[config.mk]
export PLATFORM = sky130hd
export DESIGN_NAME = hand_swipe_gesture_detector_core
export DESIGN_NICKNAME = d
export VERILOG_FILES = /design/src/design/hswd_pkg.sv /design/src/design/hswd_divider.sv /design/src/design/hswd_datapath.sv /design/src/design/hswd_ctrl.sv /design/src/design/hand_swipe_gesture_detector_core.sv
export SDC_FILE = /design/constraint.sdc
export NUM_CORES = 1
export LEC_CHECK = 0
export ABC_CLOCK_PERIOD_IN_PS = 9300
export BUFFER_PORTS_ARGS = -buffer_cell sky130_fd_sc_hd__buf_4
export CORE_MARGIN = 2
export CORE_UTILIZATION = 35
export DETAILED_ROUTE_END_ITERATION = 10
export SYNTH_ARGS = -nofsm -noshare
export SYNTH_HDL_FRONTEND = slang
export SYNTH_SLANG_ARGS = --single-unit
[constraint.sdc]
create_clock -name aclk -period 9.3 [get_ports aclk]
set_clock_uncertainty 0.15 [all_clocks]
set_input_delay 0.465 -clock aclk [delete_from_list [all_inputs] [get_ports aclk]]
set_output_delay 0.465 -clock aclk [all_outputs]
set_load 0.005 [all_outputs]
[src/design/hswd_pkg.sv]
// ----------------------------------------------------------------------------
// Hand swipe detector package
// Shared constants, controller state type and the command and status
// structures that join the controller and the datapath.
// ----------------------------------------------------------------------------
`default_nettype none

package hswd_pkg;

    localparam int MAX_HANDS_DEF = 8;

    // Field widths of the input and result words.
    localparam int ID_W    = 32;
    localparam int COORD_W = 24;
    localparam int TS_W    = 48;
    localparam int RATIO_W = 32;
    localparam int THR_W   = 31;
    localparam int LIM_W   = 32;
    localparam int GEST_W  = 2;
    localparam int CFG_W   = 32;
    localparam int CFG_IDX_W = 1;

    // Stream word widths.
    localparam int S_TDATA_W = 128;
    localparam int M_TDATA_W = 32;
    localparam int M_TUSER_W = 4;

    // Divider: (x * 65536) / y on magnitudes, one quotient bit per cycle.
    localparam int NUM_W     = COORD_W + 16;
    localparam int DIV_STEPS = NUM_W;
    localparam int DIV_CNT_W = $clog2(DIV_STEPS + 1);

    // Reset values of the configuration registers.
    localparam logic [THR_W-1:0] THR_RESET = THR_W'(65536);
    localparam logic [LIM_W-1:0] LIM_RESET = LIM_W'(800000);

    // Register indexes of the configuration port.
    localparam logic [CFG_IDX_W-1:0] REG_ANGLE_THRESHOLD    = 1'b0;
    localparam logic [CFG_IDX_W-1:0] REG_GESTURE_TIME_LIMIT = 1'b1;

    // Gesture codes.
    localparam logic [GEST_W-1:0] GEST_NONE  = 2'd0;
    localparam logic [GEST_W-1:0] GEST_LEFT  = 2'd1;
    localparam logic [GEST_W-1:0] GEST_RIGHT = 2'd2;

    typedef enum logic [1:0] {
        ST_IDLE,
        ST_CALC,
        ST_DECIDE,
        ST_COMMIT
    } state_t;

    typedef struct packed {
        logic load;
        logic decide;
        logic commit;
    } ctrl_cmd_t;

    typedef struct packed {
        logic div_busy;
        logic scan_busy;
        logic out_free;
    } ctrl_sts_t;

endpackage

`default_nettype wire

[src/design/hswd_divider.sv]
// ----------------------------------------------------------------------------
// Palm ratio divider
// Restoring divider for (palm_x * 65536) / palm_y, truncated toward zero and
// saturated to the signed 32-bit range, with the zero height cases.
// ----------------------------------------------------------------------------
`default_nettype none

module hswd_divider (
    input  wire logic                            aclk,
    input  wire logic                            aresetn,
    input  wire logic                            start,
    input  wire logic [hswd_pkg::COORD_W-1:0]    x,
    input  wire logic [hswd_pkg::COORD_W-1:0]    y,
    output logic                                 busy,
    output logic [hswd_pkg::RATIO_W-1:0]         ratio
);
    import hswd_pkg::*;

    logic [NUM_W-1:0]     num_reg, num_next;
    logic [COORD_W-1:0]   rem_reg, rem_next;
    logic [COORD_W-1:0]   den_reg;
    logic                 neg_reg, yzero_reg, xneg_reg, xzero_reg;
    logic [DIV_CNT_W-1:0] cnt_reg;
    logic                 busy_reg;

    logic [COORD_W-1:0]   x_mag, y_mag;
    logic [COORD_W:0]     trial;
    logic [COORD_W:0]     trial_sub;

    assign x_mag = x[COORD_W-1] ? (~x + COORD_W'(1)) : x;
    assign y_mag = y[COORD_W-1] ? (~y + COORD_W'(1)) : y;

    assign trial     = {rem_reg, num_reg[NUM_W-1]};
    assign trial_sub = trial - {1'b0, den_reg};

    always_comb begin
        if (!trial_sub[COORD_W]) begin
            rem_next = trial_sub[COORD_W-1:0];
            num_next = {num_reg[NUM_W-2:0], 1'b1};
        end else begin
            rem_next = trial[COORD_W-1:0];
            num_next = {num_reg[NUM_W-2:0], 1'b0};
        end
    end

    always_ff @(posedge aclk) begin
        if (!aresetn) begin
            busy_reg <= 1'b0;
            cnt_reg  <= '0;
        end else if (start) begin
            busy_reg <= 1'b1;
            cnt_reg  <= '0;
        end else if (busy_reg) begin
            cnt_reg <= cnt_reg + DIV_CNT_W'(1);
            if (cnt_reg == DIV_CNT_W'(DIV_STEPS - 1)) begin
                busy_reg <= 1'b0;
            end
        end
    end

    always_ff @(posedge aclk) begin
        if (start) begin
            num_reg   <= {x_mag, 16'd0};
            rem_reg   <= '0;
            den_reg   <= y_mag;
            neg_reg   <= x[COORD_W-1] ^ y[COORD_W-1];
            yzero_reg <= (y == '0);
            xneg_reg  <= x[COORD_W-1];
            xzero_reg <= (x == '0);
        end else if (busy_reg) begin
            num_reg <= num_next;
            rem_reg <= rem_next;
        end
    end

    // Once the count has run out the shift register holds the quotient magnitude.
    always_comb begin
        if (yzero_reg) begin
            if (xzero_reg) begin
                ratio = '0;
            end else if (xneg_reg) begin
                ratio = 32'h8000_0000;
            end else begin
                ratio = 32'h7FFF_FFFF;
            end
        end else if (neg_reg) begin
            if (num_reg > NUM_W'(40'h00_8000_0000)) begin
                ratio = 32'h8000_0000;
            end else begin
                ratio = ~num_reg[RATIO_W-1:0] + RATIO_W'(1);
            end
        end else begin
            if (num_reg > NUM_W'(40'h00_7FFF_FFFF)) begin
                ratio = 32'h7FFF_FFFF;
            end else begin
                ratio = num_reg[RATIO_W-1:0];
            end
        end
    end

    assign busy = busy_reg;

endmodule

`default_nettype wire

[src/design/hswd_datapath.sv]
// ----------------------------------------------------------------------------
// Hand swipe detector datapath
// Input capture, hand table with its sequential search, swipe and hold time
// decision, configuration registers and the result register.
// ----------------------------------------------------------------------------
`default_nettype none

module hswd_datapath #(
    parameter int MAX_HANDS = hswd_pkg::MAX_HANDS_DEF
) (
    input  wire logic                              aclk,
    input  wire logic                              aresetn,
    input  wire hswd_pkg::ctrl_cmd_t               cmd,
    output hswd_pkg::ctrl_sts_t                    sts,
    input  wire logic [hswd_pkg::S_TDATA_W-1:0]    s_tdata,
    input  wire logic                              s_tuser,
    input  wire logic                              s_tlast,
    output logic                                   m_tvalid,
    input  wire logic                              m_tready,
    output logic [hswd_pkg::M_TDATA_W-1:0]         m_tdata,
    output logic [hswd_pkg::M_TUSER_W-1:0]         m_tuser,
    input  wire logic                              cfg_we,
    input  wire logic [hswd_pkg::CFG_IDX_W-1:0]    cfg_index,
    input  wire logic [hswd_pkg::CFG_W-1:0]        cfg_data
);
    import hswd_pkg::*;

    localparam int IDX_W = (MAX_HANDS > 1) ? $clog2(MAX_HANDS) : 1;

    // Captured input word.
    logic [ID_W-1:0]    id_reg;
    logic [TS_W-1:0]    ts_reg;
    logic               present_reg, last_reg;

    // Configuration.
    logic [THR_W-1:0] thr_reg;
    logic [LIM_W-1:0] lim_reg;

    // Hand table.
    logic [MAX_HANDS-1:0] valid_reg, valid_next;
    logic [MAX_HANDS-1:0] seen_reg, seen_next;
    logic [ID_W-1:0]      entry_id_reg  [MAX_HANDS];
    logic [RATIO_W-1:0]   entry_ref_reg [MAX_HANDS];

    // Hold timer.
    logic [TS_W-1:0] last_time_reg;
    logic            armed_reg;

    // Search.
    logic             scan_busy_reg;
    logic [IDX_W-1:0] scan_idx_reg;
    logic             found_reg, free_found_reg;
    logic [IDX_W-1:0] slot_reg, free_slot_reg;

    // Decision.
    logic signed [RATIO_W:0] diff_reg;
    logic                    hold_lt_reg;
    logic [TS_W-1:0]         elapsed;

    // Result register.
    logic                 m_valid_reg;
    logic [GEST_W-1:0]    gest_reg;
    logic [ID_W-1:0]      id_out_reg;
    logic                 new_reg, full_reg;

    logic                 div_busy;
    logic [RATIO_W-1:0]   ratio;

    logic signed [RATIO_W+1:0] diff_ext, thr_ext, sum_left, sum_right;
    logic                      left_hit, right_hit, swipe;

    hswd_divider u_div (
        .aclk    (aclk),
        .aresetn (aresetn),
        .start   (cmd.load && s_tuser),
        .x       (s_tdata[55:32]),
        .y       (s_tdata[79:56]),
        .busy    (div_busy),
        .ratio   (ratio)
    );

    always_ff @(posedge aclk) begin
        if (cmd.load) begin
            id_reg      <= s_tdata[31:0];
            ts_reg      <= s_tdata[127:80];
            present_reg <= s_tuser;
            last_reg    <= s_tlast;
        end
    end

    always_ff @(posedge aclk) begin
        if (!aresetn) begin
            thr_reg <= THR_RESET;
            lim_reg <= LIM_RESET;
        end else if (cfg_we) begin
            case (cfg_index)
                REG_ANGLE_THRESHOLD:    thr_reg <= cfg_data[THR_W-1:0];
                REG_GESTURE_TIME_LIMIT: lim_reg <= cfg_data[LIM_W-1:0];
                default: ;
            endcase
        end
    end

    // The search walks the table one entry a cycle while the divider runs.
    always_ff @(posedge aclk) begin
        if (!aresetn) begin
            scan_busy_reg <= 1'b0;
        end else if (cmd.load) begin
            scan_busy_reg <= s_tuser;
        end else if (scan_busy_reg && scan_idx_reg == IDX_W'(MAX_HANDS - 1)) begin
            scan_busy_reg <= 1'b0;
        end
    end

    always_ff @(posedge aclk) begin
        if (cmd.load) begin
            scan_idx_reg   <= '0;
            found_reg      <= 1'b0;
            free_found_reg <= 1'b0;
        end else if (scan_busy_reg) begin
            scan_idx_reg <= scan_idx_reg + IDX_W'(1);
            if (valid_reg[scan_idx_reg]) begin
                if (!found_reg && entry_id_reg[scan_idx_reg] == id_reg) begin
                    found_reg <= 1'b1;
                    slot_reg  <= scan_idx_reg;
                end
            end else if (!free_found_reg) begin
                free_found_reg <= 1'b1;
                free_slot_reg  <= scan_idx_reg;
            end
        end
    end

    // Before the timer is armed the elapsed time counts as zero.
    assign elapsed = ts_reg - last_time_reg;

    always_ff @(posedge aclk) begin
        if (cmd.decide) begin
            diff_reg    <= $signed({ratio[RATIO_W-1], ratio})
                         - $signed({entry_ref_reg[slot_reg][RATIO_W-1],
                                    entry_ref_reg[slot_reg]});
            hold_lt_reg <= armed_reg ? (elapsed < {{(TS_W-LIM_W){1'b0}}, lim_reg})
                                     : (lim_reg != '0);
        end
    end

    assign diff_ext  = {diff_reg[RATIO_W], diff_reg};
    assign thr_ext   = {3'b000, thr_reg};
    assign sum_left  = diff_ext + thr_ext;
    assign sum_right = thr_ext - diff_ext;
    assign left_hit  = sum_left[RATIO_W+1];
    assign right_hit = sum_right[RATIO_W+1];
    assign swipe     = present_reg && found_reg && (left_hit || right_hit);

    always_comb begin
        valid_next = valid_reg;
        seen_next  = seen_reg;
        if (present_reg) begin
            if (found_reg) begin
                seen_next[slot_reg] = 1'b1;
            end else if (free_found_reg) begin
                valid_next[free_slot_reg] = 1'b1;
                seen_next[free_slot_reg]  = 1'b1;
            end
        end
        // At the end of a frame, hands not seen in it leave the table.
        if (last_reg) begin
            valid_next = valid_next & seen_next;
            seen_next  = '0;
        end
    end

    always_ff @(posedge aclk) begin
        if (!aresetn) begin
            valid_reg     <= '0;
            seen_reg      <= '0;
            armed_reg     <= 1'b0;
            last_time_reg <= '0;
        end else if (cmd.commit) begin
            valid_reg <= valid_next;
            seen_reg  <= seen_next;
            if (swipe) begin
                armed_reg <= 1'b1;
                if (!armed_reg || !hold_lt_reg) begin
                    last_time_reg <= ts_reg;
                end
            end
        end
    end

    always_ff @(posedge aclk) begin
        if (cmd.commit && present_reg) begin
            if (found_reg) begin
                if (swipe) begin
                    entry_ref_reg[slot_reg] <= ratio;
                end
            end else if (free_found_reg) begin
                entry_id_reg[free_slot_reg]  <= id_reg;
                entry_ref_reg[free_slot_reg] <= ratio;
            end
        end
    end

    always_ff @(posedge aclk) begin
        if (!aresetn) begin
            m_valid_reg <= 1'b0;
        end else if (cmd.commit) begin
            m_valid_reg <= 1'b1;
        end else if (m_tready) begin
            m_valid_reg <= 1'b0;
        end
    end

    always_ff @(posedge aclk) begin
        if (cmd.commit) begin
            id_out_reg <= present_reg ? id_reg : '0;
            new_reg    <= present_reg && !found_reg && free_found_reg;
            full_reg   <= present_reg && !found_reg && !free_found_reg;
            if (swipe && !hold_lt_reg) begin
                gest_reg <= left_hit ? GEST_LEFT : GEST_RIGHT;
            end else begin
                gest_reg <= GEST_NONE;
            end
        end
    end

    assign sts.div_busy  = div_busy;
    assign sts.scan_busy = scan_busy_reg;
    assign sts.out_free  = !m_valid_reg || m_tready;

    assign m_tvalid = m_valid_reg;
    assign m_tdata  = id_out_reg;
    assign m_tuser  = {full_reg, new_reg, gest_reg};

endmodule

`default_nettype wire

[src/design/hswd_ctrl.sv]
// ----------------------------------------------------------------------------
// Hand swipe detector controller
// Sequences capture, ratio and search, decision and commit of one word.
// ----------------------------------------------------------------------------
`default_nettype none

module hswd_ctrl (
    input  wire logic                  aclk,
    input  wire logic                  aresetn,
    input  wire logic                  s_tvalid,
    output logic                       s_tready,
    input  wire hswd_pkg::ctrl_sts_t   sts,
    output hswd_pkg::ctrl_cmd_t        cmd
);
    import hswd_pkg::*;

    state_t state_reg, state_next;

    always_ff @(posedge aclk) begin
        if (!aresetn) begin
            state_reg <= ST_IDLE;
        end else begin
            state_reg <= state_next;
        end
    end

    always_comb begin
        state_next = state_reg;
        s_tready   = 1'b0;
        cmd        = '0;
        case (state_reg)
            ST_IDLE: begin
                s_tready = 1'b1;
                if (s_tvalid) begin
                    cmd.load   = 1'b1;
                    state_next = ST_CALC;
                end
            end
            ST_CALC: begin
                if (!sts.div_busy && !sts.scan_busy) begin
                    state_next = ST_DECIDE;
                end
            end
            ST_DECIDE: begin
                cmd.decide = 1'b1;
                state_next = ST_COMMIT;
            end
            ST_COMMIT: begin
                // The result register must be free, or emptied in this cycle.
                if (sts.out_free) begin
                    cmd.commit = 1'b1;
                    state_next = ST_IDLE;
                end
            end
            default: begin
                state_next = ST_IDLE;
            end
        endcase
    end

endmodule

`default_nettype wire

[src/design/hand_swipe_gesture_detector_core.sv]
// ----------------------------------------------------------------------------
// Hand swipe gesture detector
// Tracks hand ids across frames and reports left and right swipes from the
// change of the palm ratio x / y, under a global hold time.
// ----------------------------------------------------------------------------
//  channel  direction  contents
//  s_*      in         tracked hand word, frame end on s_tlast
//  m_*      out        one result word for each input word
//  cfg_*    in         register writes, no read-back
//
//  A hand word goes from acceptance through the divider, one quotient bit per
//  cycle, and the decide and commit steps to the result register; the table
//  search runs beside it. An empty frame marker skips divider and search.
//  Reset clears the table valid bits, the hold timer and the result valid.
//  A result waiting on m_tready holds the commit step but not acceptance.
// ----------------------------------------------------------------------------
`default_nettype none

module hand_swipe_gesture_detector_core #(
    parameter int MAX_HANDS = hswd_pkg::MAX_HANDS_DEF
) (
    input  wire logic                              aclk,
    input  wire logic                              aresetn,
    input  wire logic                              s_tvalid,
    output logic                                   s_tready,
    // hand_id[31:0], palm_x[55:32], palm_y[79:56], timestamp[127:80]
    input  wire logic [hswd_pkg::S_TDATA_W-1:0]    s_tdata,
    // hand_present[0]
    input  wire logic                              s_tuser,
    input  wire logic                              s_tlast,
    output logic                                   m_tvalid,
    input  wire logic                              m_tready,
    // hand_id_out[31:0]
    output logic [hswd_pkg::M_TDATA_W-1:0]         m_tdata,
    // gesture[1:0], new_hand[2], table_full[3]
    output logic [hswd_pkg::M_TUSER_W-1:0]         m_tuser,
    input  wire logic                              cfg_we,
    input  wire logic [hswd_pkg::CFG_IDX_W-1:0]    cfg_index,
    input  wire logic [hswd_pkg::CFG_W-1:0]        cfg_data
);
    import hswd_pkg::*;

    ctrl_cmd_t cmd;
    ctrl_sts_t sts;

    hswd_ctrl u_ctrl (
        .aclk     (aclk),
        .aresetn  (aresetn),
        .s_tvalid (s_tvalid),
        .s_tready (s_tready),
        .sts      (sts),
        .cmd      (cmd)
    );

    hswd_datapath #(
        .MAX_HANDS (MAX_HANDS)
    ) u_dp (
        .aclk      (aclk),
        .aresetn   (aresetn),
        .cmd       (cmd),
        .sts       (sts),
        .s_tdata   (s_tdata),
        .s_tuser   (s_tuser),
        .s_tlast   (s_tlast),
        .m_tvalid  (m_tvalid),
        .m_tready  (m_tready),
        .m_tdata   (m_tdata),
        .m_tuser   (m_tuser),
        .cfg_we    (cfg_we),
        .cfg_index (cfg_index),
        .cfg_data  (cfg_data)
    );

endmodule

`default_nettype wire

==> flow_metrics.tcl <==
set metrics [dict create \
    wirelength_um 102000 \
    gp_congestion 0.868 \
    fill_cells 11500 \
    route.detailed.drc 0 \
    status "finished, final reports clean" \
    yosys.area.top_type "edfxtp_1" \
    clkPwrFrac 0.320 \
    die_h_um 357 \
    synth.most_common_cell "edfxtp_1" \
    swShare 0.304 \
    crit_path_max_fanout 19 \
    synthArstFlopShare 0 \
    hold_path.class "in2reg" \
    die_area_mm2 0.127 \
    dp_hpwl_um 65600 \
    synth_top_area_frac 0.498 \
    peakVddDrop_mv 0.163 \
    syn_inst 3417 \
    synth.top_cells.by_count "edfxtp_1 (722), nand2_1 (355), ha_1 (204)" \
    pwr_density_cell_mw_per_mm2 230 \
    combPwrFrac 0.240 \
    cts_root_buf "clkbuf_16" \
    via_count 28000 \
    power.share.sequential 0.440 \
    cts_tree "built" \
    cp.required_ps 9650 \
    htreeDepth 3 \
    worstSkewPairLatency_ps 710 \
    crit_path_end_kind "flip-flop" \
    hold_violations 0 \
    io_pins 206 \
    slew_headroom 0.121 \
    cts_buffers 98 \
    antenna_found_initial 15 \
    drt_iter0_markers 2186 \
    tightestPinTransition_ps 1310 \
    rsz0062_at_grt "no" \
    p_int_mw 8.32 \
    synth_edf_count 722 \
    fin_nets 4170 \
    synth_top_flop_cell "edfxtp_1" \
    synth_area_per_cell_um2 12.8 \
    setup_viol 0 \
    worstPathArrival_ps 8390 \
    portBuffers 205 \
    numClockSinks 912 \
    track_usage 0.157 \
    yosys-top-cells-area "edfxtp_1 (50%), dfxtp_1 (8.7%), mux4_2 (6.7%)" \
    ys_types 74 \
    area_delta_synth_final_pct 19.2 \
    row_count 129 \
    critPathKind "reg2reg" \
    tns_ps 0 \
    ant_nets 0 \
    die_w_um 357 \
    stdcell_count 5515 \
    power_switching_mw 3.64 \
    clk_pin_slew_ps 60 \
    grt_overflow 0 \
    drive_gt1_frac 0.149 \
    yosysSeqAreaShare 0.585 \
    fin_crit_ps 8040 \
    ys_seq_elements 912 \
    hold_path_depth 3 \
    route.detailed.wl_per_inst_um 18.4 \
    critPathLaunchType "flip-flop" \
    synthesis.area_mm2 0.0436 \
    placedCellCount 5164 \
    drt-pass1-iter-count 5 \
    clockBufferDepth 3 \
    reg2reg_depth 25 \
    cts-resized-gates 0 \
    start_util 0.352 \
    grt_max_degree 107 \
    p_leak_nw 18.4 \
    cap_violations 0 \
    grt_pass1_vias 27400 \
    vias_per_cell 5.07 \
    max_freq_ghz 0.124 \
    drv_slew 0 \
    syn_nets 3792 \
    core-area_mm2 0.124 \
    period_share 0.865 \
    yosysWarningCount 0 \
    grt_pass1_wl_um 157000 \
]
[metrics by stage]
step	power, mW	cell area (um^2)	worst slack, ps	hold slack [ps]	util
2_1_floorplan	7.34	43600	2590	285	-
3_3_place_gp	8.12	47100	1560	292	0.381
3_5_place_dp	8.16	47100	1370	298	0.381
4_1_cts	12.1	51900	1380	7.15	0.420
5_1_grt	12.6	52000	855	38.9	0.420
6_report	12.0	52000	1260	56.0	0.420
[power by group through the flow]
| stage | combinational [mW] | clock [mW] | sequential, mW |
|---|---|---|---|
| final | 2.86 | 3.83 | 5.26 |
| after global routing | 3.21 | 4.10 | 5.31 |
| after CTS | 2.89 | 3.94 | 5.27 |
| after detailed placement | 2.81 | 0 | 5.35 |
| after global placement | 2.78 | 0 | 5.35 |
| after floorplan | 2.16 | 0 | 5.18 |
[path summary, 6_finish.rpt]
check / startpoint / end / slack (ps)
worst max-delay path: u_dp.u_div.num_reg[0] / u_dp.diff_reg[32] / 1260
worst min-delay path: s_tdata[36] / u_dp.u_div.num_reg[20] / 60
worst max register to register: u_dp.u_div.num_reg[0] / u_dp.diff_reg[32] / 1260
worst min register to register: u_dp.last_time_reg[20] / u_dp.last_time_reg[20] / 310
[per-layer routing]
metal / vias up / track usage / wire (um)
li1: 13500 / - / -
met1: 13700 / 0.210 / 45100
met2: 604 / 0.262 / 48600
met3: 145 / 0.0320 / 5590
met4: 18 / 0.0386 / 2090
met5: - / 0 / 124
[repair_timing]
action / CTS / global route
hold buffers: 168 / 0
buffers inserted: 0 / 0
endpoints found under the hold margin: 192 / 0
[kinds of logic (layout without fill, tap and decap cells)]
kind of cell,count (synthesis),after routing,share of synthesized area
compound gates,641,641,0.0937
xor+xnor,165,165,0.0332
fa+ha+maj,207,207,0.0600
buf+inv,333,790,0.0295
flops,912,912,0.585
mux,289,289,0.104
other cells,0,4,0
simple gates,870,870,0.0950
[worst max-delay path, stage by stage, from the launching register on]
cell,delay (ps)
dfxtp_1,340
inv_1,70
ha_1,170
or3b_4,410
or4b_4,550
nor3_4,230
nand3_1,150
or4b_4,550
o41ai_2,230
nand2_1,90
buf_4,210
nor2_1,250
buf_4,230
nand3b_1,80
a31oi_1,720
ha_1,400
and3_1,250
a221o_1,340
a221o_1,440
a311oi_1,500
o31ai_1,210
or4_1,430
a31o_2,270
a31oi_1,250
nor3b_1,80
a211oi_1,250
[cell type report]
type	count	area [um^2]	area share
antenna	4	10.0	0.000193
multi-input combinational	2172	16900	0.326
clock buffer	126	2610	0.0502
timing repair buffer	414	3530	0.0679
sequential	912	25500	0.491
clock inverter	53	574	0.0111
tap	1637	2050	0.0394
inverter	197	742	0.0143
[layout by cell type, fill, tap and decap left out, types with 28 or more instances in the layout]
cell type      count
a21boi_0          62
a21o_1            51
a21oi_1          177
a31oi_1           28
and2_1            46
buf_4            246
clkbuf_16         99
dfxtp_1          183
dlygate4sd3_1    168
edfxtp_1         722
ha_1             204
inv_1            193
mux2i_1          155
mux4_2           130
nand2_1          354
nand2b_1          32
nand3_1           51
nand4_1           28
nor2_1           145
nor2b_1           31
nor3_1            40
nor4_1            29
o21ai_0          144
xnor2_1          112
xor2_1            52
Power figures use the tool's default switching activity.
